**config.mk**
```make
export PLATFORM = sky130hd
export DESIGN_NAME = bmw_ram
export DESIGN_NICKNAME = d
export VERILOG_FILES = /design/src/rtl/binary_morphology_window_unit_defines.svh /design/src/rtl/bmw_ram.sv
export SDC_FILE = /design/constraint.sdc
export NUM_CORES = 2
export LEC_CHECK = 0
export ABC_AREA = 1
export BUFFER_PORTS_ARGS = -buffer_cell sky130_fd_sc_hd__buf_2
export CORE_MARGIN = 3
export CORE_UTILIZATION = 55
export DETAILED_ROUTE_END_ITERATION = 12
export PLACE_DENSITY_LB_ADDON = 0.2
export SLEW_MARGIN = 10
export SYNTH_ARGS = -nofsm -noshare
export SYNTH_HDL_FRONTEND = slang
export SYNTH_SLANG_ARGS = --single-unit
```
**constraint.sdc**
```tcl
create_clock -name clock -period 3.47 [get_ports clock]
set_input_delay 0.347 -clock clock [delete_from_list [all_inputs] [get_ports clock]]
set_output_delay 0.347 -clock clock [all_outputs]
set_load 0.01 [all_outputs]
```
**src/rtl/binary_morphology_window_unit_defines.svh**
```systemverilog
// ----------------------------------------------------------------------------
// Binary morphology window unit - assertion macros
// Shared concurrent assertion wrappers; empty when SYNTHESIS is defined.
// ----------------------------------------------------------------------------
`ifndef BINARY_MORPHOLOGY_WINDOW_UNIT_DEFINES_SVH
`define BINARY_MORPHOLOGY_WINDOW_UNIT_DEFINES_SVH

`ifndef SYNTHESIS
// same-cycle implication
`define BMW_ASSERT_IMP(label, clk, rst, ante, cons, msg) \
   label: assert property (@(posedge clk) disable iff (rst) (ante) |-> (cons)) else $error(msg);
// next-cycle implication
`define BMW_ASSERT_NXT(label, clk, rst, ante, cons, msg) \
   label: assert property (@(posedge clk) disable iff (rst) (ante) |=> (cons)) else $error(msg);
`else
`define BMW_ASSERT_IMP(label, clk, rst, ante, cons, msg)
`define BMW_ASSERT_NXT(label, clk, rst, ante, cons, msg)
`endif

`endif

```
**src/rtl/bmw_ram.sv**
```systemverilog
// ----------------------------------------------------------------------------
// Generic single-port-write RAM
// One write port, one read port, registered read data.
// ----------------------------------------------------------------------------
module bmw_ram #(
   parameter int WIDTH = 8,
   parameter int DEPTH = 256
) (
   input  logic                     clock,
   input  logic                     wr_en,
   input  logic [$clog2(DEPTH)-1:0] wr_addr,
   input  logic [WIDTH-1:0]         wr_data,
   input  logic [$clog2(DEPTH)-1:0] rd_addr,
   output logic [WIDTH-1:0]         rd_data
);

   logic [WIDTH-1:0] mem [DEPTH];
   logic [WIDTH-1:0] rd_data_ff;

   always_ff @(posedge clock) begin
      if (wr_en) begin
         mem[wr_addr] <= wr_data;
      end
      rd_data_ff <= mem[rd_addr];
   end

   assign rd_data = rd_data_ff;

endmodule

```
==> impl.org <==
** Run status
- The flow ran to the end, and the final reports show no timing, DRC or antenna violations.

** Drt
- After detailed routing, the total wire length is 224000 µm.
- For this block, the via count after detailed routing is 55246.
- DR DRC count :: 0
- The detail route stage leaves a number of antenna-violating nets equal to 0.
- In this run, the number of DRC markers left after iteration 0 of detailed routing was 7341.
- Total iterations of the first detailed-routing run :: 6
- Mean number of vias per cell :: 5.94
- In the final routed layout, each cell accounts on average for 24.1 µm.

** Die
- The die covers 156000 µm².
- From bottom edge to top edge, the die measures 395 µm.
- Once the floorplan was initialized, standard cells occupied 55.5% of the core.
- The total area inside the core boundary comes to 150000 µm².
- The die is 395 µm wide.
- I/O pin count :: 34
- Cell row count :: 142

** Global routing
- The number of global-route vias before repair was 52779.
- GRT Util Overall :: 28.6%
- The total overflow left after global routing is 0.
- The number of antenna violations at the first check in global routing was 7.
- Entering global routing, the biggest net connects 121 pins.
- The first global-routing pass estimated 336000 µm of wire.

** Placement
- The count of buffers added on input and output ports is 33.
- The congestion estimate from routability-driven global placement came to 0.884.
- Summing all placed instances gives a cell area of 87200 µm².
- Once detailed placement completed, the half-perimeter wirelength came to 130000 µm.
- Number of placed instances with taps included :: 8924
- Prior to clock tree synthesis, the placed netlist has a worst setup slack of 0.588 ns.

** Yosys
- Synthesis instantiated 14 different standard cells from the library.
- During synthesis, Yosys emitted a total of 0 warnings.
- Syn Area/Cell :: 11.9 µm²
- In the synthesized netlist, the number of instances is 7003.
- Of the synthesized area, sequential elements account for 73.9%.
- The number of nets handed over by synthesis was 7029.
- The synthesized design spends more area on one cell type than any other, namely sky130_fd_sc_hd__edfxtp_1.
- Proportion of netlist area held by the largest area contributor :: 73.7%
- The synthesized design contains 2056 register bits.
- The cell area that synthesis handed to floorplanning was 83400 µm².
- Sorting the synthesized cells by area gives the leading types as sky130_fd_sc_hd__edfxtp_1 74%, sky130_fd_sc_hd__nand3_1 12%, sky130_fd_sc_hd__nand2_1 9.6%.

** STA
- Worst slew margin :: 26.3%
- Setup total negative slack :: 0 ns
- The routed design could run at a clock period as short as 2.16 ns.
- Based on the critical path, the design can be clocked at up to 462 MHz.
- Setup repair after global routing left no endpoint under its margin.
- The tightest hold path in the finished design has a slack of 0.0482 ns.
- Final worst slack :: 1.31 ns
- Max Transition Viols Final :: 0
- Fin crit share :: 62.3%
- Post-Route Skew :: 0.0303 ns
- At the pin with the least slew margin, the transition time is 1.11 ns.
- Total setup violations reported at the end of the flow :: 0
- Number of endpoints with negative hold slack in the final report :: 0

** Critical path
- The worst setup path is launched from an input pin.
- By startpoint and endpoint, the worst setup path is classified as input pin to flop.
- Startpoint of the most critical setup path :: rd_addr[0]
- In this run the critical register-to-register path is launched from mem[97][2].
- Data on the critical path is required at its endpoint by 4.17 ns.
- At the worst endpoint, the arrival time is 2.87 ns.
- The worst setup path is captured at a flop.
- Of all nets on the critical path, the largest fanout is 64.
- Reg2Reg Setup Slack :: 1.56 ns

** CTS
- The H-tree was split into 4 levels.
- TritonCTS buffer count :: 200
- In this run, post-CTS repair resized a total of 0 instances.
- Clock-pin slew was measured on the worst setup and hold paths at 0.06 ns.
- Worst-Skew Late Latency :: 0.82 ns
- Root Buffer :: sky130_fd_sc_hd__clkbuf_16
- The clock net in this run drives a total of 2056 sinks.
- Clock Path Buffers :: 3
- TritonCTS built the clock tree.

** Power
- IR Drop Worst-Case VDD :: 426 µV
- LEAKAGE :: 32.8 nW
- Power spread over the standard cell area amounts to 547 nW/µm².
- After layout, the design draws a total of 51.1 mW.

** Finish
- Number of nets in the layout :: 7139
- Relative to the synthesized area, the layout overhead comes to 11.9%.
- Share of cells above drive strength 1 :: 9.04%
- Cells fill 62.1% of the core in the end.
- Post-route design area :: 93400 µm²
- The layout has 11521 filler cells.
- The count of cells in the finished layout, fillers not included, comes to 9297.

** Hold path
- Worst hold path startpoint :: wr_data[0]
- The tightest min-delay check is of the input pin to flop type.

** Run
- Max-cap violations in this run came to 0.
## layer usage
metal / vias up / GRT usage [%] / wire length [µm]
met5: - / 0 / 20
met3: 416 / 5.87 / 22900
li1: 25094 / - / -
met1: 26966 / 41.4 / 90900
met2: 2768 / 43.9 / 104000
met4: 2 / 9.34 / 6930
## cell type report
cell class,count,area (µm²),share of cell area [%]
Timing Repair Buffer,391,3710,3.98
Inverter,39,180,0.193
Antenna cell,6,15.0,0.0161
Sequential cell,2056,61700,66.0
Clock buffer,270,5390,5.78
Multi-Input combinational cell,4425,19200,20.5
Clock inverter,94,717,0.768
Tap cell,2016,2520,2.70
## cells by family after synthesis
logic type / Yosys count / synth area share (%)
AND/OR/NAND/NOR: 4425 / 22.9
flip-flops: 2056 / 73.9
buffers and inverters: 522 / 3.12
## synthesized netlist by cell type, drive strengths merged
library cell / n
clkbuf: 112
dfxtp: 8
nor2: 283
nand2: 2123
inv: 39
buf: 371
edfxtp: 2048
nand3: 2019
## timing repair
item,CTS,global route
hold buffers,3,0
setup buffers,0,0
endpoints found under the setup margin,0,0
endpoints found under the hold margin,76,0
## cell usage in the layout, fill, tap and decap left out, drive strengths merged
cell | synthesis | routed
nand2 | 2123 | 2123
edfxtp | 2048 | 2048
nand3 | 2019 | 2019
buf | 371 | 388
nor2 | 283 | 283
clkbuf | 112 | 270
clkinv | 0 | 80
inv | 39 | 44
bufinv | 0 | 9
dfxtp | 8 | 8
diode | 0 | 6
dlygate4sd3 | 0 | 3
## power breakdown
group | leakage [nW] | internal, mW | switching [mW] | total, mW
combinational | 11.4 | 0.806 | 2.38 | 3.19
sequential | 18.5 | 27.4 | 0.0433 | 27.4
clock | 2.99 | 11.5 | 9.00 | 20.5
## worst paths after layout
path         depth (start not counted)           to
max                                 14   rd_data[2]
max reg2reg                         10   rd_data[2]
min reg2reg                         10   rd_data[4]
min                                  1  mem[119][0]
## registers in the layout (all words and copies together) (netlist names)
name / flops
mem: 2048
rd_data: 8
## worst max-delay path, cell delays in order
cell and delay [ns]:
sky130_fd_sc_hd__buf_8 0.31, sky130_fd_sc_hd__inv_16 0.20, sky130_fd_sc_hd__buf_12 0.27, sky130_fd_sc_hd__buf_4 0.23, sky130_fd_sc_hd__nand2_1 0.06, sky130_fd_sc_hd__nand3_1 0.06, sky130_fd_sc_hd__nand3_1 0.14, sky130_fd_sc_hd__nand3_1 0.12
sky130_fd_sc_hd__nand3_1 0.13, sky130_fd_sc_hd__nand3_1 0.29, sky130_fd_sc_hd__nand3_1 0.20, sky130_fd_sc_hd__nand2_1 0.12, sky130_fd_sc_hd__nand2_1 0.17, sky130_fd_sc_hd__nand2_1 0.07
No activity file was read; power rests on OpenSTA's default activity.
