<file path="src/rtl/binary_morphology_window_unit_defines.svh">
// ----------------------------------------------------------------------------
// Binary morphology window unit - assertion macros
// Shared concurrent assertion wrappers; empty when SYNTHESIS is defined.
// ----------------------------------------------------------------------------
`ifndef BINARY_MORPHOLOGY_WINDOW_UNIT_DEFINES_SVH
`define BINARY_MORPHOLOGY_WINDOW_UNIT_DEFINES_SVH

`ifndef SYNTHESIS
// same-cycle implication
`define BMW_ASSERT_IMP(label, clk, rst, ante, cons, msg) \
   label: assert property (@(posedge clk) disable iff (rst) (ante) |-> (cons)) else $error(msg);
// next-cycle implication
`define BMW_ASSERT_NXT(label, clk, rst, ante, cons, msg) \
   label: assert property (@(posedge clk) disable iff (rst) (ante) |=> (cons)) else $error(msg);
`else
`define BMW_ASSERT_IMP(label, clk, rst, ante, cons, msg)
`define BMW_ASSERT_NXT(label, clk, rst, ante, cons, msg)
`endif

`endif

</file>
<file path="src/rtl/bmw_pkg.sv">
// ----------------------------------------------------------------------------
// Binary morphology window package
// Sizes, register codes, shared types and the mask remapping function.
// ----------------------------------------------------------------------------
package bmw_pkg;

   localparam int MAX_LINE   = 1024;
   localparam int MAX_RADIUS = 3;

   localparam int WIN_SIDE   = 2 * MAX_RADIUS + 1;
   localparam int STORE_BITS = 2 * MAX_RADIUS;
   localparam int WIN_BITS   = WIN_SIDE * WIN_SIDE;

   // structuring element register layout is fixed at 7x7, center 3
   localparam int SE_SPAN    = 7;
   localparam int SE_CENTER  = 3;
   localparam int SE_BITS    = SE_SPAN * SE_SPAN;

   localparam int LINE_AW    = $clog2(MAX_LINE);
   localparam int COL_W      = LINE_AW + 1;
   localparam int IW_W       = 11;
   localparam int CMP_W      = (COL_W > IW_W) ? COL_W : IW_W;
   localparam int ROW_W      = 16;
   localparam int RAD_W      = 2;
   localparam int CSR_IW     = 3;
   localparam int CSR_DW     = SE_BITS;

   typedef enum logic [CSR_IW-1:0] {
      CSR_MODE         = 3'd0,
      CSR_SE_MASK      = 3'd1,
      CSR_RADIUS_X     = 3'd2,
      CSR_RADIUS_Y     = 3'd3,
      CSR_IMAGE_WIDTH  = 3'd4,
      CSR_IMAGE_HEIGHT = 3'd5
   } csr_index_type;

   typedef enum logic {
      MODE_ERODE  = 1'b0,
      MODE_DILATE = 1'b1
   } mode_type;

   typedef struct packed {
      logic pixel_out;
      logic out_valid;
      logic frame_done;
   } rsp_type;

   typedef struct packed {
      logic any_set;
      logic all_set;
   } cell_flags_type;

   function automatic logic [RAD_W-1:0] clamp_radius(input logic [RAD_W-1:0] r);
      clamp_radius = (int'(r) > MAX_RADIUS) ? RAD_W'(MAX_RADIUS) : r;
   endfunction

   // Remap the 7x7 structuring element into window layout
   // (column age a, row age b at bit a*WIN_SIDE+b), dropping offsets beyond the radii.
   function automatic logic [WIN_BITS-1:0] window_mask(input logic [SE_BITS-1:0] se,
                                                       input logic [RAD_W-1:0]   rx,
                                                       input logic [RAD_W-1:0]   ry);
      logic [WIN_BITS-1:0] m;
      int                  sel;
      m = '0;
      for (int a = 0; a < WIN_SIDE; a++) begin
         for (int b = 0; b < WIN_SIDE; b++) begin
            if (a <= 2 * int'(rx) && b <= 2 * int'(ry)) begin
               sel = (int'(ry) - b + SE_CENTER) * SE_SPAN + (int'(rx) - a + SE_CENTER);
               m[a*WIN_SIDE+b] = se[sel];
            end
         end
      end
      window_mask = m;
   endfunction

endpackage

</file>
<file path="src/rtl/bmw_out_buf.sv">
// ----------------------------------------------------------------------------
// Result output buffer
// Output register plus skid entry, so input ready does not depend combinationally on rsp_ready.
// ----------------------------------------------------------------------------
module bmw_out_buf import bmw_pkg::*; (
   input  logic    clock,
   input  logic    reset,
   input  logic    in_load,
   input  rsp_type in_data,
   input  logic    out_ready,
   output logic    out_valid,
   output rsp_type out_data,
   output logic    full
);

   logic    main_valid_ff, main_valid_in;
   logic    skid_valid_ff, skid_valid_in;
   rsp_type main_data_ff,  main_data_in;
   rsp_type skid_data_ff,  skid_data_in;
   logic    take;

   assign take = main_valid_ff && out_ready;

   always_comb begin
      main_valid_in = main_valid_ff;
      skid_valid_in = skid_valid_ff;
      main_data_in  = main_data_ff;
      skid_data_in  = skid_data_ff;
      if (take) begin
         if (skid_valid_ff) begin
            // promote the skid entry
            main_data_in  = skid_data_ff;
            skid_valid_in = 1'b0;
         end else if (in_load) begin
            main_data_in  = in_data;
         end else begin
            main_valid_in = 1'b0;
         end
      end else if (in_load) begin
         if (!main_valid_ff) begin
            main_data_in  = in_data;
            main_valid_in = 1'b1;
         end else begin
            skid_data_in  = in_data;
            skid_valid_in = 1'b1;
         end
      end
   end

   always_ff @(posedge clock) begin
      if (reset) begin
         main_valid_ff <= 1'b0;
         skid_valid_ff <= 1'b0;
      end else begin
         main_valid_ff <= main_valid_in;
         skid_valid_ff <= skid_valid_in;
      end
      main_data_ff <= main_data_in;
      skid_data_ff <= skid_data_in;
   end

   assign out_valid = main_valid_ff;
   assign out_data  = main_data_ff;
   assign full      = skid_valid_ff;

endmodule

</file>
<file path="config.mk">
export PLATFORM = sky130hd
export DESIGN_NAME = bmw_out_buf
export DESIGN_NICKNAME = d
export VERILOG_FILES = /design/src/rtl/binary_morphology_window_unit_defines.svh /design/src/rtl/bmw_pkg.sv /design/src/rtl/bmw_out_buf.sv
export SDC_FILE = /design/constraint.sdc
export NUM_CORES = 1
export LEC_CHECK = 0
export BUFFER_PORTS_ARGS = -buffer_cell sky130_fd_sc_hd__buf_2
export CORE_AREA = 5 5 42 44
export DETAILED_ROUTE_END_ITERATION = 6
export DIE_AREA = 0 0 47 49
export PLACE_DENSITY = 0.4
export SYNTH_ARGS = -nofsm -noshare
export SYNTH_HDL_FRONTEND = slang
export SYNTH_SLANG_ARGS = --single-unit
</file>
<file path="constraint.sdc">
create_clock -name clock -period 1.82 [get_ports clock]
set_clock_uncertainty 0.05 [all_clocks]
set_input_delay 0.364 -clock clock [delete_from_list [all_inputs] [get_ports clock]]
set_output_delay 0.364 -clock clock [all_outputs]
set_load 0.01 [all_outputs]
</file>
==> flow_summary.json, run 1 <==
{
  "crit_buf_inv": 1,
  "cts_setup_buffers": 0,
  "worst_pin_slew_ns": 0.348,
  "dp_slack_ns": 0.579,
  "maxCapViolCount": 0,
  "hold_depth": 2,
  "gr-total-overflow": 0,
  "numCtsBuffers": 3,
  "report.final.slew_viol_count": 0,
  "crit_chain": "buf_2",
  "grt_start_max_net_pins": 9,
  "root_buffer": "clkbuf_4",
  "cp-end-kind": "primary output",
  "wl_per_cell_um": 12.0,
  "r2r_slack_ns": 0.59,
  "switching_share_pct": 21.7,
  "post-route-period-util_pct": 70.5,
  "grt_pass1_wl_um": 1010,
  "min_to": "out_valid",
  "cts_resized": 0,
  "timing.rr.end": "out_data[1]",
  "drive_gt1_share_pct": 44.4,
  "p_seq_share_pct": 54.4,
  "final-hold-violation-count": 0,
  "worstPathArrival_ns": 0.87,
  "synth_nets": 28,
  "first_iter_violations": 3,
  "pwr-share-comb_pct": 8.2,
  "internal_power_w": 0.000305,
  "synth_area_per_cell_um2": 14.8,
  "irDropWorstVdd_mv": 0.294,
  "final_cell_mix": "buf_2, edfxtp_1, a21oi_1, mux2_1, clkbuf_4",
  "powerDensity_nw_per_um2": 942,
  "diodes": 0,
  "path_max_fanout": 8,
  "die_area_um2": 2300,
  "syn_inst": 21,
  "min-delay-start": "reset",
  "cts_sinks": 8,
  "slew_headroom_pct": 76.8,
  "status": "finished, final reports clean",
  "ys_seq_area_share_pct": 70.7,
  "final.setup.tns_ns": 0,
  "drc_errors": 0,
  "path_class": "register to primary output",
  "final_common_cell": "buf_2",
  "clk_transition_reported_paths_ns": 0.05,
  "io_buffers": 11,
  "finalCriticalPeriod_ns": 1.28,
  "gp_congestion": 0.630,
  "ys_warn_count": 0,
  "fmax_ghz": 0.779,
  "setup_viol": 0,
  "required_ns": 1.41,
  "holdCritPathClass": "input port to register",
  "clk_path_buf_depth": 2,
  "fin_nets": 44,
  "netlist_area_um2": 312,
  "via_per_inst": 4.21,
  "ioPinCount": 12,
  "max_stage_delay_ns": 0.44,
  "track_usage_pct": 6.59,
  "ys_ff_latch": 8,
  "grt_pass1_vias": 249,
  "holdBufCountCts": 0,
  "r2r-start": "out_valid",
  "clock_latency_ns": 0.25,
  "vias": 219,
  "cpLargestDelayFamily": "flip-flops",
  "pwr-share-clk_pct": 37.4,
  "fp.dieH_um": 49,
  "power.leakage_nw": 0.170,
  "totalWireLength_um": 624,
  "core_um2": 1400,
  "worst_setup_path_start_kind": "register",
  "p_switching_w": 0.0000842,
  "syn2layout_area_growth_pct": 32.5,
  "dr.pass1.iters": 2,
  "fin_ws_ns": 0.536,
  "drtAntennaViolNets": 0,
  "antenna_found_initial": 0,
  "r2r_cells": 2,
  "rsz0062_at_grt": "no",
  "initial_utilization_pct": 22.2,
  "synth_cell_types": 9,
  "critPathSlowestCell": "dfxtp_1",
  "num_rows": 14,
  "die_w_um": 47,
  "cts_tree": "done",
  "cts_max_level": 1
}
cell families (layout without fill, tap and decap cells):
logic type | Yosys count | in the layout | synth area share, %
buffers and inverters | 2 | 17 | 2.41
DFF | 8 | 8 | 70.7
and+or+nand+nor | 2 | 2 | 5.62
AOI/OAI and AO/OA | 6 | 6 | 10.4
muxes | 3 | 3 | 10.8
worst register-to-register path, delay by kind of cell, from the launching register on:
kind | cells | cell delay, ns
simple gates | 1 | 0.15
flops | 1 | 0.44
mux | 1 | 0.33
layout make-up:
cell class,instances,area [µm²]
well taps,16,20.0
inverters,2,7.51
repair buffers,11,55.1
multi-input cells,11,83.8
fillers,159,988
clock buffers,4,26.3
flip-flops and latches,8,220
Yosys cell counts:
master	number	area share [%]
a211oi_1	1	2.4
edfxtp_1	6	58
dfxtp_1	2	13
and3_2	1	2.4
inv_1	2	2.4
o21ai_0	1	1.6
mux2_1	3	11
a21oi_1	4	6.4
nand3_2	1	3.2
flip-flops by register name, summed over array words and instances, names as in the netlist:
name          count
skid_data_ff      3
out_valid         1
full              1
out_data          3
power groups by stage:
stage                     clock [W]  combinational (W)  sequential [W]
final                      0.000145          0.0000318        0.000212
after floorplan                   0          0.0000103        0.000219
after global routing       0.000163          0.0000351        0.000213
after CTS                  0.000154          0.0000325        0.000212
after detailed placement          0          0.0000322        0.000216
after global placement            0          0.0000319        0.000215
per-stage QoR:
| stage | area, µm² | hold WS (ns) | total power [W] | cells | utilization [%] |
|---|---|---|---|---|---|
| after global routing | 413 | 0.222 | 0.000411 | 52 | 29.5 |
| after detailed placement | 387 | 0.484 | 0.000248 | 48 | 27.6 |
| after floorplan | 312 | 0.383 | 0.000229 | 21 | - |
| final | 413 | 0.232 | 0.000389 | 52 | 29.5 |
| after CTS | 413 | 0.222 | 0.000398 | 52 | 29.5 |
| after global placement | 387 | 0.471 | 0.000247 | 48 | 27.6 |
worst max path at each step:
stage                   start          end  slack, ns  cells past startpoint
CTS                 out_valid    out_valid       0.52                      1
global route        out_valid    out_valid       0.47                      1
detailed placement  out_ready  out_data[2]       0.58                      3
global placement    out_ready  out_data[1]       0.58                      3
finish              out_valid    out_valid       0.54                      1
floorplan           out_valid  out_data[0]       0.61                      2
routing by layer:
| metal | track usage [%] | wire [µm] | share of wire (%) |
|---|---|---|---|
| met1 | 7.17 | 246 | 39 |
| met2 | 8.60 | 304 | 49 |
| met3 | 2.95 | 66 | 11 |
| met4 | 6.91 | 8 | 1.3 |
| met5 | 0 | 0 | 0 |
(Power assumes the default switching activity.)
==> run 2: changes to the inputs <==
PLACE_DENSITY = 0.42   (was 0.4)
clock period = 1.16 ns   (was 1.82 ns; I/O delays follow)
==> flow_summary.json, run 2 (synthesis results as in run 1) <==
{
  "finalCriticalPeriod_ns": 1.12,
  "die_w_um": 47,
  "final_cell_mix": "buf_2, edfxtp_1, mux2_1, a21oi_1, clkbuf_4",
  "gp_congestion": 0.773,
  "track_usage_pct": 6.03,
  "required_ns": 0.88,
  "gr-total-overflow": 0,
  "wl_per_cell_um": 12.5,
  "via_per_inst": 4.34,
  "root_buffer": "clkbuf_4",
  "min_to": "out_valid",
  "grt_pass1_wl_um": 903,
  "vias": 230,
  "holdBufCountCts": 0,
  "die_area_um2": 2300,
  "cts_max_level": 1,
  "powerDensity_nw_per_um2": 1410,
  "dr.pass1.iters": 4,
  "fmax_ghz": 0.891,
  "setup_viol": 0,
  "clk_path_buf_depth": 2,
  "final_core_util_pct": 31.3,
  "first_iter_violations": 5,
  "clock_latency_ns": 0.25,
  "drc_errors": 0,
  "grt_pass1_vias": 218,
  "power.leakage_nw": 0.178,
  "fin_nets": 45,
  "final.setup.tns_ns": 0,
  "status": "finished, final reports clean",
  "antenna_found_initial": 0,
  "diodes": 0,
  "fp.dieH_um": 49,
  "num_rows": 14,
  "clk_transition_reported_paths_ns": 0.06,
  "path_class": "register to primary output",
  "worst_pin_slew_ns": 0.200,
  "grt_start_max_net_pins": 6,
  "holdCritPathClass": "input port to register",
  "cp-end-kind": "primary output",
  "min-delay-start": "reset",
  "drive_gt1_share_pct": 54.1,
  "r2r-start": "out_valid",
  "post-route-period-util_pct": 96.8,
  "syn2layout_area_growth_pct": 41.0,
  "drtAntennaViolNets": 0,
  "ioPinCount": 12,
  "r2r_cells": 2,
  "totalWireLength_um": 661,
  "slew_headroom_pct": 86.7,
  "rsz0062_at_grt": "no",
  "report.final.slew_viol_count": 0,
  "maxCapViolCount": 0,
  "io_buffers": 11,
  "cts_tree": "done",
  "r2r_slack_ns": 0.05,
  "irDropWorstVdd_mv": 0.442,
  "worst_setup_path_start_kind": "register",
  "placed_area_um2": 395,
  "path_max_fanout": 5,
  "final_common_cell": "buf_2",
  "design_area_um2": 439,
  "worstPathArrival_ns": 0.84,
  "initial_utilization_pct": 22.2,
  "cts_sinks": 8,
  "final-hold-violation-count": 0,
  "timing.rr.end": "out_data[1]",
  "hold_depth": 2,
  "core_um2": 1400,
  "numCtsBuffers": 3
}
run 2: cell types whose count changed in the layout (fill, tap and decap cells not counted), sizes merged:
cell	delta
buf	+1
run 2: worst max-delay path, stage by stage (launching register included):
cell and delay, ns:
dfxtp_4 0.36, buf_6 0.12, buf_6 0.11
run 2: final cells by class:
cell class | count | area [µm²]
inverters | 2 | 7.51
well taps | 16 | 20.0
fillers | 159 | 962
repair buffers | 12 | 72.6
multi-input cells | 11 | 87.6
flip-flops and latches | 8 | 225
clock buffers | 4 | 26.3
run 2: how the worst max path moves through the flow:
stage                          from     endpoint  cells past startpoint
after floorplan                full  out_data[0]                      2
after global placement         full  out_data[0]                      2
after detailed placement       full  out_data[1]                      2
after CTS                 out_valid    out_valid                      2
after global routing      out_valid    out_valid                      2
final                     out_valid    out_valid                      2
run 2: per-stage QoR:
stage	power (W)	std cells	setup WS [ns]	hold WS, ns
4_1_cts	0.000627	53	0.00805	0.0867
5_1_grt	0.000654	53	0.00690	0.0967
3_5_place_dp	0.000392	49	0.0223	0.357
2_1_floorplan	0.000360	21	0.0119	0.244
6_report	0.000621	53	0.0373	0.0988
3_3_place_gp	0.000392	49	0.0317	0.352
run 2: per-layer routing:
metal	vias to the layer above	global-route usage, %	wire length (µm)
met3	2	4.43	63
met4	0	5.53	8
met5	-	0	0
met2	8	7.92	358
li1	112	-	-
met1	108	5.84	230
run 2: power by group:
group | internal (W) | switching [W]
logic | 0.0000303 | 0.0000314
clock network | 0.000132 | 0.0000961
registers | 0.000323 | 0.00000800
total | 0.000485 | 0.000135
run 2: timing repair:
item                                    CTS  global route
endpoints found under the setup margin    0             5
resized for setup                         0             5
buffers inserted                          0             0
