File: src/rtl/binary_morphology_window_unit_defines.svh
// ----------------------------------------------------------------------------
// Binary morphology window unit - assertion macros
// Shared concurrent assertion wrappers; empty when SYNTHESIS is defined.
// ----------------------------------------------------------------------------
`ifndef BINARY_MORPHOLOGY_WINDOW_UNIT_DEFINES_SVH
`define BINARY_MORPHOLOGY_WINDOW_UNIT_DEFINES_SVH

`ifndef SYNTHESIS
// same-cycle implication
`define BMW_ASSERT_IMP(label, clk, rst, ante, cons, msg) \
   label: assert property (@(posedge clk) disable iff (rst) (ante) |-> (cons)) else $error(msg);
// next-cycle implication
`define BMW_ASSERT_NXT(label, clk, rst, ante, cons, msg) \
   label: assert property (@(posedge clk) disable iff (rst) (ante) |=> (cons)) else $error(msg);
`else
`define BMW_ASSERT_IMP(label, clk, rst, ante, cons, msg)
`define BMW_ASSERT_NXT(label, clk, rst, ante, cons, msg)
`endif

`endif

File: src/rtl/bmw_pkg.sv
// ----------------------------------------------------------------------------
// Binary morphology window package
// Sizes, register codes, shared types and the mask remapping function.
// ----------------------------------------------------------------------------
package bmw_pkg;

   localparam int MAX_LINE   = 1024;
   localparam int MAX_RADIUS = 3;

   localparam int WIN_SIDE   = 2 * MAX_RADIUS + 1;
   localparam int STORE_BITS = 2 * MAX_RADIUS;
   localparam int WIN_BITS   = WIN_SIDE * WIN_SIDE;

   // structuring element register layout is fixed at 7x7, center 3
   localparam int SE_SPAN    = 7;
   localparam int SE_CENTER  = 3;
   localparam int SE_BITS    = SE_SPAN * SE_SPAN;

   localparam int LINE_AW    = $clog2(MAX_LINE);
   localparam int COL_W      = LINE_AW + 1;
   localparam int IW_W       = 11;
   localparam int CMP_W      = (COL_W > IW_W) ? COL_W : IW_W;
   localparam int ROW_W      = 16;
   localparam int RAD_W      = 2;
   localparam int CSR_IW     = 3;
   localparam int CSR_DW     = SE_BITS;

   typedef enum logic [CSR_IW-1:0] {
      CSR_MODE         = 3'd0,
      CSR_SE_MASK      = 3'd1,
      CSR_RADIUS_X     = 3'd2,
      CSR_RADIUS_Y     = 3'd3,
      CSR_IMAGE_WIDTH  = 3'd4,
      CSR_IMAGE_HEIGHT = 3'd5
   } csr_index_type;

   typedef enum logic {
      MODE_ERODE  = 1'b0,
      MODE_DILATE = 1'b1
   } mode_type;

   typedef struct packed {
      logic pixel_out;
      logic out_valid;
      logic frame_done;
   } rsp_type;

   typedef struct packed {
      logic any_set;
      logic all_set;
   } cell_flags_type;

   function automatic logic [RAD_W-1:0] clamp_radius(input logic [RAD_W-1:0] r);
      clamp_radius = (int'(r) > MAX_RADIUS) ? RAD_W'(MAX_RADIUS) : r;
   endfunction

   // Remap the 7x7 structuring element into window layout
   // (column age a, row age b at bit a*WIN_SIDE+b), dropping offsets beyond the radii.
   function automatic logic [WIN_BITS-1:0] window_mask(input logic [SE_BITS-1:0] se,
                                                       input logic [RAD_W-1:0]   rx,
                                                       input logic [RAD_W-1:0]   ry);
      logic [WIN_BITS-1:0] m;
      int                  sel;
      m = '0;
      for (int a = 0; a < WIN_SIDE; a++) begin
         for (int b = 0; b < WIN_SIDE; b++) begin
            if (a <= 2 * int'(rx) && b <= 2 * int'(ry)) begin
               sel = (int'(ry) - b + SE_CENTER) * SE_SPAN + (int'(rx) - a + SE_CENTER);
               m[a*WIN_SIDE+b] = se[sel];
            end
         end
      end
      window_mask = m;
   endfunction

endpackage

File: src/rtl/bmw_cell.sv
// ----------------------------------------------------------------------------
// Window column cell
// Holds one window column, passes it to the next cell on every shift and
// flags any/all over the masked bits of the column it takes in.
// ----------------------------------------------------------------------------
module bmw_cell import bmw_pkg::*; (
   input  logic                clock,
   input  logic                reset,
   input  logic                shift_en,
   input  logic [WIN_SIDE-1:0] prev_col,
   input  logic [WIN_SIDE-1:0] mask,
   output logic [WIN_SIDE-1:0] col_out,
   output cell_flags_type      flags
);

   logic [WIN_SIDE-1:0] col_ff;
   logic [WIN_SIDE-1:0] col_in;

   assign col_in = shift_en ? prev_col : col_ff;

   always_ff @(posedge clock) begin
      if (reset) begin
         col_ff <= '0;
      end else begin
         col_ff <= col_in;
      end
   end

   // flags describe the column this cell holds after the shift
   assign flags.any_set = |(prev_col & mask);
   assign flags.all_set = &(prev_col | ~mask);
   assign col_out       = col_ff;

endmodule

File: config.mk
export PLATFORM = sky130hd
export DESIGN_NAME = bmw_cell
export DESIGN_NICKNAME = d
export VERILOG_FILES = /design/src/rtl/binary_morphology_window_unit_defines.svh /design/src/rtl/bmw_pkg.sv /design/src/rtl/bmw_cell.sv
export SDC_FILE = /design/constraint.sdc
export NUM_CORES = 1
export LEC_CHECK = 0
export BUFFER_PORTS_ARGS = -buffer_cell sky130_fd_sc_hd__buf_2
export CORE_AREA = 2 2 39 41
export CTS_CLUSTER_DIAMETER = 30
export DETAILED_ROUTE_END_ITERATION = 10
export DIE_AREA = 0 0 41 43
export GPL_TIMING_DRIVEN = 0
export MAX_ROUTING_LAYER = met4
export PLACE_DENSITY = 0.6
export SLEW_MARGIN = 10
export SYNTH_ARGS = -nofsm -noshare
export SYNTH_HDL_FRONTEND = slang
export SYNTH_SLANG_ARGS = --single-unit
File: constraint.sdc
create_clock -name clock -period 1.69 [get_ports clock]
set_input_delay 0.338 -clock clock [delete_from_list [all_inputs] [get_ports clock]]
set_output_delay 0.338 -clock clock [all_outputs]
set_load 0.1 [all_outputs]
==> flow_results.xml, run 1 <==
<?xml version="1.0" encoding="UTF-8"?>
<metrics>
  <group name="clocking">
    <metric name="numCtsBuffers" unit="">3</metric>
    <metric name="cts_num_sinks" unit="">7</metric>
    <metric name="post_cts_setup_bufs" unit="">0</metric>
    <metric name="clkLatencyLatePin" unit="ns">0.24</metric>
    <metric name="cts_tree" unit="">built</metric>
    <metric name="ctsResizeCount" unit="">0</metric>
    <metric name="clock-root-buffer" unit="">sky130_fd_sc_hd__clkbuf_4</metric>
    <metric name="clk_transition_reported_paths" unit="ns">0.05</metric>
    <metric name="clk_path_buf_depth" unit="">2</metric>
    <metric name="hold_buffer_count_at_cts" unit="">0</metric>
    <metric name="clock_tree.htree_level_count" unit="">1</metric>
  </group>
  <group name="detailed_routing">
    <metric name="first_iter_violations" unit="">7</metric>
    <metric name="first_pass_iters" unit="">4</metric>
    <metric name="final_antenna_net_count" unit="">0</metric>
    <metric name="routed_wl" unit="um">852</metric>
    <metric name="routed_length_per_placed_instance" unit="um">10.5</metric>
    <metric name="routed-via-count" unit="">355</metric>
    <metric name="drc" unit="">0</metric>
    <metric name="via_per_inst" unit="">4.38</metric>
  </group>
  <group name="place">
    <metric name="dp_hpwl" unit="um">732</metric>
    <metric name="numPlacedInstances" unit="">77</metric>
    <metric name="gp_congestion" unit="">0.627</metric>
    <metric name="io_buffers" unit="">24</metric>
  </group>
  <group name="final_layout">
    <metric name="multi_input_comb_area" unit="um^2">205</metric>
    <metric name="filler_instances" unit="">155</metric>
    <metric name="final_instance_count_without_filler_cells" unit="">81</metric>
    <metric name="drive_above_1_share" unit="%">55.4</metric>
    <metric name="largest_register_ffs" unit="">7</metric>
    <metric name="utilization" unit="%">41.0</metric>
    <metric name="count_of_inserted_antenna_diode_cells" unit="">0</metric>
    <metric name="area.sequential" unit="um^2">140</metric>
    <metric name="fin_nets" unit="">83</metric>
    <metric name="areaGrowthSynthToFinish" unit="%">69.7</metric>
  </group>
  <group name="global_route">
    <metric name="via_count_of_the_first_global_routing_pass" unit="">314</metric>
    <metric name="grt_max_degree" unit="">8</metric>
    <metric name="grt_first_pass_wirelength" unit="mm">1.21</metric>
    <metric name="grt_remaining_overflow" unit="">0</metric>
    <metric name="track_usage" unit="%">11.2</metric>
    <metric name="antenna_violations_before_repair" unit="">0</metric>
  </group>
  <group name="synth">
    <metric name="synth_ff_type" unit="">sky130_fd_sc_hd__dfxtp_1</metric>
    <metric name="synth_nets" unit="">54</metric>
    <metric name="syn_area" unit="um^2">334</metric>
    <metric name="synthesis.yosys.warnings" unit="">0</metric>
    <metric name="async_reset_ff_share" unit="%">0</metric>
    <metric name="synth.largest_area_cell" unit="">sky130_fd_sc_hd__dfxtp_1</metric>
    <metric name="post_synth_most_frequent_cells" unit="">sky130_fd_sc_hd__dfxtp_1, sky130_fd_sc_hd__mux2i_1, sky130_fd_sc_hd__nor2_1, sky130_fd_sc_hd__inv_1, sky130_fd_sc_hd__o22ai_1</metric>
    <metric name="synthesis.instances" unit="">37</metric>
    <metric name="post_synth.cell_area_avg" unit="um^2">9.03</metric>
    <metric name="ys_seq_elements" unit="">7</metric>
    <metric name="synth_top_cells_by_area" unit="">sky130_fd_sc_hd__dfxtp_1, sky130_fd_sc_hd__mux2i_1, sky130_fd_sc_hd__nor2_1, sky130_fd_sc_hd__inv_1, sky130_fd_sc_hd__o22ai_1</metric>
    <metric name="synth.lib_cells_used.distinct" unit="">11</metric>
    <metric name="synth_largest_type_area_fraction" unit="%">41.9</metric>
    <metric name="synth-edff-count" unit="">0</metric>
    <metric name="seq_area_frac_synth" unit="%">41.9</metric>
  </group>
  <group name="setup_path">
    <metric name="rr_startpoint" unit="">col_out[3]</metric>
    <metric name="critPathSlowestCell" unit="">sky130_fd_sc_hd__clkbuf_4</metric>
    <metric name="cp_max_fo" unit="">2</metric>
    <metric name="rr_endpoint" unit="">col_out[3]</metric>
    <metric name="worstSetupPathType" unit="">input pin to output pin</metric>
    <metric name="reg2reg_setup_slack" unit="ns">1.09</metric>
    <metric name="crit_path_cell_trace" unit="">buf_2 -&gt; inv_12 -&gt; o22ai_4 -&gt; nor4_4 -&gt; clkbuf_4</metric>
    <metric name="crit_path_start_kind" unit="">input pin</metric>
    <metric name="kind_of_end_point_of_the_critical_path" unit="">output pin</metric>
    <metric name="reg2reg_depth" unit="">2</metric>
    <metric name="arrival" unit="ns">1.23</metric>
    <metric name="cp_data_required_time" unit="ns">1.35</metric>
    <metric name="critPathMaxStageDelay" unit="ns">0.36</metric>
  </group>
  <group name="sta">
    <metric name="timing.final.hold_violations" unit="">0</metric>
    <metric name="hold_slack" unit="ns">0.345</metric>
    <metric name="tightestPinTransition" unit="ns">0.491</metric>
    <metric name="final_min_period_over_clock_period" unit="%">92.8</metric>
    <metric name="finalCriticalPeriod" unit="ns">1.57</metric>
    <metric name="timing.clock.skew" unit="ns">0</metric>
    <metric name="max_freq" unit="GHz">0.638</metric>
    <metric name="timing.final.max_slew_violations" unit="">0</metric>
    <metric name="timing.slew.headroom" unit="%">67.5</metric>
    <metric name="rsz0062_at_grt" unit="">false</metric>
    <metric name="setup-violations-final" unit="">0</metric>
  </group>
  <group name="floorplan">
    <metric name="fp-row-count" unit="">14</metric>
    <metric name="initial_utilization" unit="%">24.1</metric>
    <metric name="core" unit="um^2">1380</metric>
    <metric name="die_area" unit="um^2">1760</metric>
    <metric name="die_height" unit="um">43</metric>
    <metric name="boundaryPins" unit="">26</metric>
    <metric name="fp.dieW" unit="um">41</metric>
  </group>
  <group name="flow_run">
    <metric name="maxCapViolations" unit="">0</metric>
  </group>
  <group name="power_and_ir_drop">
    <metric name="leakage" unit="nW">0.288</metric>
    <metric name="power.ir.vdd_worst" unit="mV">0.371</metric>
    <metric name="total_power_divided_by_cell_area" unit="nW/um^2">912</metric>
  </group>
  <group name="hold_path">
    <metric name="whs_path_depth" unit="">2</metric>
    <metric name="holdPathEnd" unit="">col_out[6]</metric>
    <metric name="worst_hold_class" unit="">input pin to flop</metric>
    <metric name="hp-start" unit="">reset</metric>
  </group>
  <group name="status">
    <metric name="status" unit="">complete, no violations</metric>
  </group>
</metrics>
[cell families after synthesis]
family                 Yosys count  synth area share, %
and+or+nand+nor                 10                 15.0
muxes                            7                 21.0
DFF                              7                 41.9
buffers and inverters            7                 8.99
AOI/OAI and AO/OA                6                 13.1
[per-layer routing]
layer	track usage (%)	up-vias	part of all wire [%]	wire length, um
met2	16.9	14	51	431
li1	-	183	-	-
met5	-	-	0	0
met4	14.0	0	2.9	25
met3	1.57	2	8.6	73
met1	10.1	156	38	322
[cells in the final DEF, fill, tap and decap left out]
cell type                  netlist  layout
sky130_fd_sc_hd__o22ai_1         3       1
sky130_fd_sc_hd__clkbuf_1        0       1
sky130_fd_sc_hd__inv_12          0       1
sky130_fd_sc_hd__o22ai_4         0       2
sky130_fd_sc_hd__nor2b_1         1       1
sky130_fd_sc_hd__dfxtp_1         7       7
sky130_fd_sc_hd__nand3_2         0       1
sky130_fd_sc_hd__buf_4           1       1
sky130_fd_sc_hd__nor4_4          0       1
sky130_fd_sc_hd__inv_6           0       1
sky130_fd_sc_hd__nor2_1          7       7
sky130_fd_sc_hd__a22oi_1         2       2
sky130_fd_sc_hd__buf_2           0      23
sky130_fd_sc_hd__inv_1           6       2
sky130_fd_sc_hd__mux2i_1         7       7
sky130_fd_sc_hd__inv_4           0       2
sky130_fd_sc_hd__clkbuf_4        0       4
sky130_fd_sc_hd__a222oi_1        1       1
[worst max-delay path by stage]
stage	from	to	slack, ns	cells past startpoint
6_report	mask[2]	flags[0]	0.12	5
5_1_grt	prev_col[5]	flags[1]	0.06	4
4_1_cts	mask[2]	flags[0]	0.03	5
3_5_place_dp	mask[2]	flags[0]	0.03	5
3_3_place_gp	mask[2]	flags[0]	0.04	5
2_1_floorplan	mask[2]	flags[0]	-0.19	3
[metrics by stage]
stage / setup TNS, ns / setup WS [ns] / cell area (um^2) / total power (W)
CTS: 0 / 0.0288 / 564 / 0.000529
global placement: 0 / 0.0358 / 538 / 0.000375
detailed placement: 0 / 0.0288 / 538 / 0.000376
floorplan: -0.189 / -0.189 / 398 / 0.000327
global route: 0 / 0.0610 / 567 / 0.000547
finish: 0 / 0.122 / 567 / 0.000517
[critical path: cells and delay by family]
family                 cells  cell delay (ns)
and+or+nand+nor            1             0.25
AOI/OAI and AO/OA          1             0.07
buffers and inverters      3             0.57
[power breakdown]
part / leakage [nW] / switching (W) / total [W] / internal, W
Combinational: 0.215 / 0.000142 / 0.000193 / 0.0000505
Clock: 0.0150 / 0.0000553 / 0.000145 / 0.0000897
Sequential: 0.0578 / 0.00000411 / 0.000179 / 0.000175
[final cells by class]
type / count / share of cell area [%]
flip-flops and latches: 7 / 24.7
repair buffers: 24 / 21.6
plain buffers: 1 / 1.32
inverters: 6 / 7.95
multi-input cells: 23 / 36.2
clock buffers: 4 / 4.64
well taps: 16 / 3.53
Power figures use the tool's default switching activity.
==> inputs of run 2 (changes only) <==
==> constraint.sdc (replaced) <==
create_clock -name clock -period 2 [get_ports clock]
set_input_delay 0.2 -clock clock [delete_from_list [all_inputs] [get_ports clock]]
set_output_delay 0.2 -clock clock [all_outputs]
set_load 0.1 [all_outputs]
==> flow_results.xml, run 2 (synthesis results as in run 1) <==
<?xml version="1.0" encoding="UTF-8"?>
<metrics>
  <group name="clocking">
    <metric name="hold_buffer_count_at_cts" unit="">0</metric>
    <metric name="post_cts_setup_bufs" unit="">0</metric>
    <metric name="clkLatencyLatePin" unit="ns">0.24</metric>
    <metric name="clk_path_buf_depth" unit="">2</metric>
    <metric name="numCtsBuffers" unit="">3</metric>
    <metric name="clock_tree.htree_level_count" unit="">1</metric>
    <metric name="clock-root-buffer" unit="">sky130_fd_sc_hd__clkbuf_4</metric>
    <metric name="cts_tree" unit="">built</metric>
    <metric name="ctsResizeCount" unit="">0</metric>
    <metric name="cts_num_sinks" unit="">7</metric>
    <metric name="clk_transition_reported_paths" unit="ns">0.05</metric>
  </group>
  <group name="sta">
    <metric name="hold_slack" unit="ns">0.206</metric>
    <metric name="setup-violations-final" unit="">0</metric>
    <metric name="rsz0062_at_grt" unit="">false</metric>
    <metric name="timing.slew.headroom" unit="%">67.9</metric>
    <metric name="timing.final.max_slew_violations" unit="">0</metric>
    <metric name="timing.clock.skew" unit="ns">0</metric>
    <metric name="max_freq" unit="GHz">0.739</metric>
    <metric name="finalCriticalPeriod" unit="ns">1.35</metric>
    <metric name="timing.final.hold_violations" unit="">0</metric>
    <metric name="tightestPinTransition" unit="ns">0.485</metric>
    <metric name="final_min_period_over_clock_period" unit="%">67.6</metric>
    <metric name="total_negative_slack_for_setup_checks" unit="ns">0</metric>
  </group>
  <group name="global_route">
    <metric name="antenna_violations_before_repair" unit="">0</metric>
    <metric name="track_usage" unit="%">12.2</metric>
    <metric name="grt_max_degree" unit="">8</metric>
    <metric name="grt_first_pass_wirelength" unit="mm">1.37</metric>
    <metric name="via_count_of_the_first_global_routing_pass" unit="">368</metric>
    <metric name="grt_remaining_overflow" unit="">0</metric>
  </group>
  <group name="flow_run">
    <metric name="maxCapViolations" unit="">0</metric>
  </group>
  <group name="power_and_ir_drop">
    <metric name="total_power_divided_by_cell_area" unit="nW/um^2">831</metric>
    <metric name="leakage" unit="nW">0.283</metric>
    <metric name="power.ir.vdd_worst" unit="mV">0.336</metric>
    <metric name="totalPowerFinal" unit="W">0.000423</metric>
  </group>
  <group name="hold_path">
    <metric name="worst_hold_class" unit="">input pin to flop</metric>
    <metric name="holdPathEnd" unit="">col_out[4]</metric>
    <metric name="whs_path_depth" unit="">2</metric>
    <metric name="hp-start" unit="">reset</metric>
  </group>
  <group name="final_layout">
    <metric name="areaGrowthSynthToFinish" unit="%">52.4</metric>
    <metric name="filler_instances" unit="">158</metric>
    <metric name="largest_register_ffs" unit="">7</metric>
    <metric name="drive_above_1_share" unit="%">44.6</metric>
    <metric name="utilization" unit="%">36.8</metric>
    <metric name="fin_nets" unit="">83</metric>
    <metric name="count_of_inserted_antenna_diode_cells" unit="">0</metric>
    <metric name="layout_commonest_cell" unit="">sky130_fd_sc_hd__buf_2</metric>
    <metric name="mostFrequentLayoutCells" unit="">sky130_fd_sc_hd__buf_2, sky130_fd_sc_hd__mux2i_1, sky130_fd_sc_hd__nor2_1, sky130_fd_sc_hd__dfxtp_1, sky130_fd_sc_hd__inv_1</metric>
  </group>
  <group name="floorplan">
    <metric name="initial_utilization" unit="%">24.1</metric>
    <metric name="fp.dieW" unit="um">41</metric>
    <metric name="die_height" unit="um">43</metric>
    <metric name="fp-row-count" unit="">14</metric>
    <metric name="boundaryPins" unit="">26</metric>
    <metric name="die_area" unit="um^2">1760</metric>
    <metric name="core" unit="um^2">1380</metric>
  </group>
  <group name="setup_path">
    <metric name="critPathMaxStageDelay" unit="ns">0.45</metric>
    <metric name="crit_path_start_kind" unit="">input pin</metric>
    <metric name="reg2reg_setup_slack" unit="ns">1.41</metric>
    <metric name="critPathBufInv" unit="">3</metric>
    <metric name="crit_top_cell" unit="">sky130_fd_sc_hd__buf_2</metric>
    <metric name="worstSetupPathType" unit="">input pin to output pin</metric>
    <metric name="kind_of_end_point_of_the_critical_path" unit="">output pin</metric>
    <metric name="crit_path_cell_trace" unit="">buf_2 -&gt; inv_1 -&gt; o22ai_1 -&gt; nor4_4 -&gt; buf_2</metric>
    <metric name="arrival" unit="ns">1.15</metric>
    <metric name="cp_data_required_time" unit="ns">1.80</metric>
    <metric name="cp_max_fo" unit="">2</metric>
    <metric name="critPathSlowestCell" unit="">sky130_fd_sc_hd__buf_2</metric>
    <metric name="rr_startpoint" unit="">col_out[4]</metric>
    <metric name="critical-path-top-delay-family" unit="">buffers and inverters</metric>
    <metric name="rr_endpoint" unit="">col_out[4]</metric>
    <metric name="reg2reg_depth" unit="">2</metric>
  </group>
  <group name="detailed_routing">
    <metric name="first_iter_violations" unit="">4</metric>
    <metric name="routed-via-count" unit="">358</metric>
    <metric name="drc" unit="">0</metric>
    <metric name="first_pass_iters" unit="">5</metric>
    <metric name="routed_wl" unit="um">861</metric>
    <metric name="final_antenna_net_count" unit="">0</metric>
    <metric name="routed_length_per_placed_instance" unit="um">10.6</metric>
    <metric name="via_per_inst" unit="">4.42</metric>
  </group>
  <group name="place">
    <metric name="gp_congestion" unit="">0.701</metric>
    <metric name="dp_hpwl" unit="um">709</metric>
    <metric name="io_buffers" unit="">24</metric>
  </group>
  <group name="status">
    <metric name="status" unit="">complete, no violations</metric>
  </group>
</metrics>
run 2: changes by cell type in the layout (fill, tap and decap cells not counted), sizes merged:
| cell | change |
|---|---|
| clkbuf | -1 |
| buf | +1 |
run 2: cell type report:
| cell class | count | area (um^2) | area share, % |
|---|---|---|---|
| inverter | 6 | 22.5 | 4.42 |
| buffer | 1 | 7.51 | 1.47 |
| multi-input combinational | 23 | 173 | 33.9 |
| sequential | 7 | 140 | 27.5 |
| clock buffer | 4 | 26.3 | 5.16 |
| timing repair buffer | 24 | 120 | 23.6 |
| tap | 16 | 20.0 | 3.93 |
run 2: metal layers:
metal | vias to the layer above | part of all wire (%) | track usage, %
met1 | 162 | 39 | 12.9
met4 | 0 | 2.2 | 12.0
li1 | 184 | - | -
met5 | - | 0 | -
met2 | 10 | 53 | 18.1
met3 | 2 | 5.2 | 1.57
run 2: how the worst max path moves through the flow:
| stage | slack [ns] | cells after the start | end | from |
|---|---|---|---|---|
| finish | 0.65 | 5 | flags[0] | mask[6] |
| global route | 0.59 | 4 | flags[0] | mask[3] |
| CTS | 0.63 | 4 | flags[0] | mask[3] |
| detailed placement | 0.63 | 4 | flags[0] | mask[3] |
| global placement | 0.64 | 5 | flags[0] | mask[1] |
| floorplan | 0.36 | 2 | flags[0] | mask[3] |
run 2: metrics by stage:
step	std cells	setup slack, ns	area, um^2
finish	81	0.648	509
global route	81	0.594	509
CTS	81	0.631	509
detailed placement	77	0.631	483
global placement	77	0.636	483
floorplan	37	0.358	343
run 2: power by group:
| part | switching [W] | internal, W | total [W] |
|---|---|---|---|
| registers | 0.00000373 | 0.000148 | 0.000152 |
| clock network | 0.0000497 | 0.0000760 | 0.000126 |
| logic | 0.000111 | 0.0000355 | 0.000146 |
